===== config.mk =====
export PLATFORM = sky130hd
export DESIGN_NAME = itda_dabble_stage
export DESIGN_NICKNAME = d
export VERILOG_FILES = /design/src/rtl/core/itda_pkg.sv /design/src/rtl/core/itda_dabble_stage.sv
export SDC_FILE = /design/constraint.sdc
export NUM_CORES = 1
export LEC_CHECK = 0
export BUFFER_PORTS_ARGS = -buffer_cell sky130_fd_sc_hd__clkbuf_2
export CAP_MARGIN = 30
export CORE_MARGIN = 2
export CORE_UTILIZATION = 65
export CTS_CLUSTER_SIZE = 30
export DETAILED_ROUTE_END_ITERATION = 6
export PLACE_DENSITY = 0.88
export SLEW_MARGIN = 10
export SYNTH_ARGS = -nofsm -noshare
export SYNTH_HDL_FRONTEND = slang
export SYNTH_SLANG_ARGS = --single-unit

===== constraint.sdc =====
create_clock -name clk -period 1.45 [get_ports clk]
set_input_delay 0.2175 -clock clk [delete_from_list [all_inputs] [get_ports clk]]
set_output_delay 0.2175 -clock clk [all_outputs]
set_load 0.01 [all_outputs]

===== src/rtl/core/itda_pkg.sv =====
// ----------------------------------------------------------------------------
// itda_pkg
// Shared types, character codes and helpers for the decimal text converter.
// ----------------------------------------------------------------------------
package itda_pkg;

    // Fixed width of the value_bits port
    localparam int IN_WIDTH = 64;

    // Magnitude bits folded into the BCD register per pipeline stage
    localparam int BITS_PER_STAGE = 8;

    // Opcode codes
    localparam logic OPC_UNSIGNED = 1'b0;
    localparam logic OPC_SIGNED   = 1'b1;

    // ASCII codes
    localparam logic [7:0] DIGIT_BASE = 8'h30;  // '0'
    localparam logic [7:0] DIGIT_LAST = 8'h39;  // '9'
    localparam logic [7:0] MINUS_CHAR = 8'h2D;  // '-'

    // Per-stage control that travels with the data
    typedef struct packed {
        logic valid;
        logic neg;
    } itda_ctl_t;

    // Double-dabble digit correction: add 3 to digits of 5 and above
    function automatic logic [3:0] bcd_adj(input logic [3:0] d);
        bcd_adj = (d >= 4'd5) ? d + 4'd3 : d;
    endfunction

endpackage


===== src/rtl/core/itda_dabble_stage.sv =====
// ----------------------------------------------------------------------------
// itda_dabble_stage
// One registered double-dabble stage: shifts BITS_PER_STAGE magnitude bits
// into the packed BCD digit register.
// ----------------------------------------------------------------------------
module itda_dabble_stage #(
    parameter int NDIG = 20,
    parameter int PADW = 64
) (
    input  logic                 clk,
    input  logic                 rst_n,
    input  logic                 load,
    input  itda_pkg::itda_ctl_t  in_ctl,
    input  logic [NDIG*4-1:0]    in_bcd,
    input  logic [PADW-1:0]      in_rem,
    output itda_pkg::itda_ctl_t  out_ctl,
    output logic [NDIG*4-1:0]    out_bcd,
    output logic [PADW-1:0]      out_rem
);

    itda_pkg::itda_ctl_t ctl_reg;
    logic [NDIG*4-1:0]   bcd_reg;
    logic [NDIG*4-1:0]   bcd_next;
    logic [PADW-1:0]     rem_reg;
    logic [PADW-1:0]     rem_next;

    always_comb
    begin
        bcd_next = in_bcd;
        rem_next = in_rem;
        for (int s = 0; s < itda_pkg::BITS_PER_STAGE; s++)
        begin
            for (int d = 0; d < NDIG; d++)
            begin
                bcd_next[d*4 +: 4] = itda_pkg::bcd_adj(bcd_next[d*4 +: 4]);
            end
            bcd_next = {bcd_next[NDIG*4-2:0], rem_next[PADW-1]};
            rem_next = {rem_next[PADW-2:0], 1'b0};
        end
    end

    always_ff @(posedge clk or negedge rst_n)
    begin
        if (!rst_n)
        begin
            ctl_reg <= '0;
        end
        else if (load)
        begin
            ctl_reg <= in_ctl;
        end
    end

    always_ff @(posedge clk)
    begin
        if (load)
        begin
            bcd_reg <= bcd_next;
            rem_reg <= rem_next;
        end
    end

    assign out_ctl = ctl_reg;
    assign out_bcd = bcd_reg;
    assign out_rem = rem_reg;

endmodule


==> out/metrics.yaml, run 1 <==
yosys:
  yosys_warn_count: 0
  synth-async-reset-ratio_pct: 1.45
  syn_avg_cell_area_um2: 7.48
  synthCells: 3136
  synth_ff_type: "sky130_fd_sc_hd__edfxtp_1"
  synth-edff-count: 136
  synth-seq-area-share_pct: 17.6
  netlist_area_pre_place_mm2: 0.0234
  post_synth_num_cell_types: 114
  synth-seq-cells: 138
floorplan:
  fp.dieH_um: 194
  die-width_um: 194
  num_rows: 69
  io_pins: 295
  effective_utilization_at_floorplan_pct: 65.9
status:
  run_status: "stopped before the end"
  error: "[ERROR DPL-0038] Utilization greater than 100%, impossible to legalize"
  lastStage: "detailed placement"
place:
  io_buffer_count: 286
  finalWeightedCongestion: 1.00
## synthesized netlist by cell type, types with 57 or more instances
master,count,share of area [%]
sky130_fd_sc_hd__o21ai_1,71,1.5
sky130_fd_sc_hd__nor3_1,80,1.7
sky130_fd_sc_hd__clkbuf_1,60,0.96
sky130_fd_sc_hd__o21ai_0,212,4.5
sky130_fd_sc_hd__a31oi_1,57,1.5
sky130_fd_sc_hd__ha_1,141,7.5
sky130_fd_sc_hd__nor2_1,262,4.2
sky130_fd_sc_hd__a211oi_1,58,1.9
sky130_fd_sc_hd__nand2b_1,71,1.9
sky130_fd_sc_hd__mux2_2,64,3.1
sky130_fd_sc_hd__mux2i_1,100,4.3
sky130_fd_sc_hd__inv_1,203,3.2
sky130_fd_sc_hd__edfxtp_1,136,17
sky130_fd_sc_hd__o211ai_1,62,2.0
sky130_fd_sc_hd__xnor2_1,81,3.0
sky130_fd_sc_hd__nand3_1,74,1.6
sky130_fd_sc_hd__a21oi_1,216,4.6
sky130_fd_sc_hd__nand2_1,305,4.9
## per-stage QoR
step / hold WS, ns / cells / area [um^2] / TNS (ns)
global placement: 0.0130 / 4901 / 36000 / -317.78
floorplan: -0.0781 / 3143 / 26200 / -303.03
## logic make-up after synthesis
kind of cell	Yosys count	share of synthesized area, %
AOI/OAI and AO/OA	1168	34.3
and+or+nand+nor	1089	22.7
buffers and inverters	304	5.15
muxes	169	7.66
adders and majority gates	153	8.04
DFF	138	17.6
xor gates and xnor gates	114	4.53
other	1	0.0160
==> inputs of run 2 (changes only) <==
--- a/config.mk
+++ b/config.mk
@@ -8,10 +8,9 @@
 export BUFFER_PORTS_ARGS = -buffer_cell sky130_fd_sc_hd__clkbuf_2
 export CAP_MARGIN = 30
 export CORE_MARGIN = 2
-export CORE_UTILIZATION = 65
-export CTS_CLUSTER_SIZE = 30
+export CORE_UTILIZATION = 40
 export DETAILED_ROUTE_END_ITERATION = 6
-export PLACE_DENSITY = 0.88
+export PLACE_DENSITY_LB_ADDON = 0.15
 export SLEW_MARGIN = 10
 export SYNTH_ARGS = -nofsm -noshare
 export SYNTH_HDL_FRONTEND = slang
==> out/metrics.yaml, run 2 <==
clocking:
  tritoncts_num_sinks: 138
  cts_max_level: 4
  cts_inserted_buffers: 17
  clock_latency_ns: 0.48
  cts.root.buffer_cell: "sky130_fd_sc_hd__clkbuf_16"
  tritoncts: "built"
  clk_path_buf_depth: 2
  cts.reportedPaths.clkPinSlew_ns: 0.07
global_routing:
  first_global_vias: 31100
  grt_start_max_net_pins: 42
  grt_antenna_before_repair: 5
  grt_util_all_layers_pct: 27.6
  wire_length_of_the_first_global_routing_pass_um: 142000
  grt.overflow.total: 0
layout:
  drive_gt1_share_pct: 60.0
  synthToLayoutAreaGrowth_pct: 92.5
  seq_area_mm2: 0.00413
  final_design_area_no_fill_mm2: 0.0451
  post_layout_utilization_of_the_core_pct: 78.1
  largest_register_ff_count: 80
  commonest_cells_after_routing_fill_and_taps_aside: "sky130_fd_sc_hd__buf_4, sky130_fd_sc_hd__clkbuf_2, sky130_fd_sc_hd__nand2_1"
  filler_cell_count: 3750
  mostFrequentLayoutCell: "sky130_fd_sc_hd__buf_4"
  multi_input_area_mm2: 0.0245
  layout.nets: 5198
route:
  average_via_count_per_standard_cell: 5.56
  post_route_drc: 0
  antenna_violating_nets_post_route: 0
  first_pass_iters: 5
  drt-total-wl_um: 94000
  route.detailed.wl_per_inst_um: 16.5
  route.vias.total: 31600
  drt_iter0_markers: 1522
yosys:
  syn_avg_cell_area_um2: 7.48  # unchanged
  synth-edff-count: 136  # unchanged
  yosys_warn_count: 0  # unchanged
  synth-async-reset-ratio_pct: 1.45  # unchanged
  synthCells: 3136  # unchanged
  synthDominantAreaCellType: "sky130_fd_sc_hd__edfxtp_1"
  synth-seq-cells: 138  # unchanged
  synthTopCellsByArea: "sky130_fd_sc_hd__edfxtp_1, sky130_fd_sc_hd__ha_1, sky130_fd_sc_hd__nand2_1, sky130_fd_sc_hd__a21oi_1, sky130_fd_sc_hd__o21ai_0"
  netlist_area_pre_place_mm2: 0.0234  # unchanged
  synth_common_cells: "sky130_fd_sc_hd__nand2_1, sky130_fd_sc_hd__nor2_1, sky130_fd_sc_hd__a21oi_1"
  synth_ff_type: "sky130_fd_sc_hd__edfxtp_1"
  most_numerous_cell_in_the_yosys_netlist: "sky130_fd_sc_hd__nand2_1"
  synth_top_cell_area_share_pct: 17.4  # unchanged
  synth-seq-area-share_pct: 17.6  # unchanged
  post_synth_num_cell_types: 114  # unchanged
critical_path:
  timing.rr.end: "out_ctl[0]"
  path_length_in_cells_of_the_critical_path: 31
  worstRegToRegCells: 1
  slowest_stage: "sky130_fd_sc_hd__a221o_1"
  timing.critical_path.slowest_cell_delay_ns: 0.36
  timing.critical_path.arrival_ns: 5.67
  cp.required_ns: 1.68
  timing_worst_setup_path_type: "in2reg"
  regToRegStartpoint: "out_ctl[0]"
  critPathLaunchType: "input port"
  cp_top_family: "compound AO/OA/AOI/OAI gates"
  path_max_fanout: 3
  crit_path_end_kind: "register"
  worstPathBufferInverterCount: 6
  r2r_setup_slack_ns: 0.68
  timing.critical_path.mode_cell: "sky130_fd_sc_hd__ha_4"
sta:
  post-route-period-util_pct: 375
  final.min_clock_period_ns: 5.43
  fin_worst_hold_slack_ns: 0.0685
  setup_ws_ns: -3.98
  timing.final.hold_violations: 0
  worst_slew_margin_rel_pct: 52.0
  max_clock_skew_ns: 0
  report.final.setup_viol: 79
  worst-slew-pin-transition_ns: 0.713
  rsz0062_at_grt: "true"
  fmax_mhz: 184
  finalMaxSlewViolations: 0
place:
  io_buffer_count: 286  # unchanged
  dpl_cell_area_mm2: 0.0368
  hpwl_um: 64700
  finalWeightedCongestion: 0.916  # -8.7%
  place_ws_ns: -4.65
floorplan:
  num_rows: 88  # +28%
  io_pins: 295  # unchanged
  fp.dieH_um: 246  # +27%
  die-width_um: 246  # +27%
  die-area_mm2: 0.0606
  effective_utilization_at_floorplan_pct: 40.6  # -25 points
  core_area_mm2: 0.0578
status:
  run_status: "finished, violations left"
  violations: "setup timing"
job:
  timing.max_cap.violations: 0
hold_path:
  class_of_the_tightest_hold_or_removal_check: "in2async"
-- run 2: kinds of logic (layout without fill, tap and decap cells) --
logic type	after synthesis	count (layout)	share of synthesized area [%]
AOI/OAI and AO/OA	1168	1168	34.3
other	1	12	0.0160
DFF	138	138	17.6
adders and majority gates	153	153	8.04
buffers and inverters	304	2082	5.15
muxes	169	169	7.66
xor gates and xnor gates	114	114	4.53
and+or+nand+nor	1089	1089	22.7
-- run 2: how the worst max path moves through the flow --
stage,slack (ns),to,from
global route,-4.09,out_bcd[31],in_bcd[29]
floorplan,-4.49,out_bcd[31],in_bcd[28]
finish,-3.98,out_bcd[31],in_bcd[29]
detailed placement,-4.65,out_bcd[32],in_bcd[29]
CTS,-3.89,out_bcd[31],in_bcd[29]
global placement,-4.47,out_bcd[31],in_bcd[29]
-- run 2: routing by layer --
layer	vias to the layer above	global-route usage, %	part of all wire, %
li1	15400	-	-
met1	15300	31.2	39
met2	737	53.5	54
met5	-	0	0.048
met4	6	8.82	3.2
met3	218	2.89	3.5
-- run 2: stage by stage --
| step | cells | setup TNS, ns |
|---|---|---|
| 4_1_cts | 5569 | -271.16 |
| 3_3_place_gp | 5269 | -321.66 |
| 6_report | 5690 | -279.61 |
| 5_1_grt | 5688 | -296.46 |
| 2_1_floorplan | 3143 | -303.03 |
| 3_5_place_dp | 5269 | -335.09 |
-- run 2: layout make-up --
cell class	count	share of cell area [%]
multi-input combinational	2701	54.2
clock buffer	17	0.943
clock inverter	15	0.388
antenna	4	0.0222
sequential	138	9.16
tap	765	2.12
timing repair buffer	1836	31.0
inverter	214	2.11
-- run 2: repair_timing --
| action | in CTS | in global routing |
|---|---|---|
| pin swaps | 348 | 332 |
| hold buffers | 60 | 0 |
| endpoints found under the setup margin | 79 | 79 |
| setup buffers | 218 | 131 |
| gates resized for setup | 587 | 489 |
| gates cloned | 0 | 1 |
| hold endpoints to repair | 61 | 0 |
Power of run 2 is left out: the tool's default activity adds up to more than one toggle a clock period on the data nets, which glitch-free logic cannot reach.
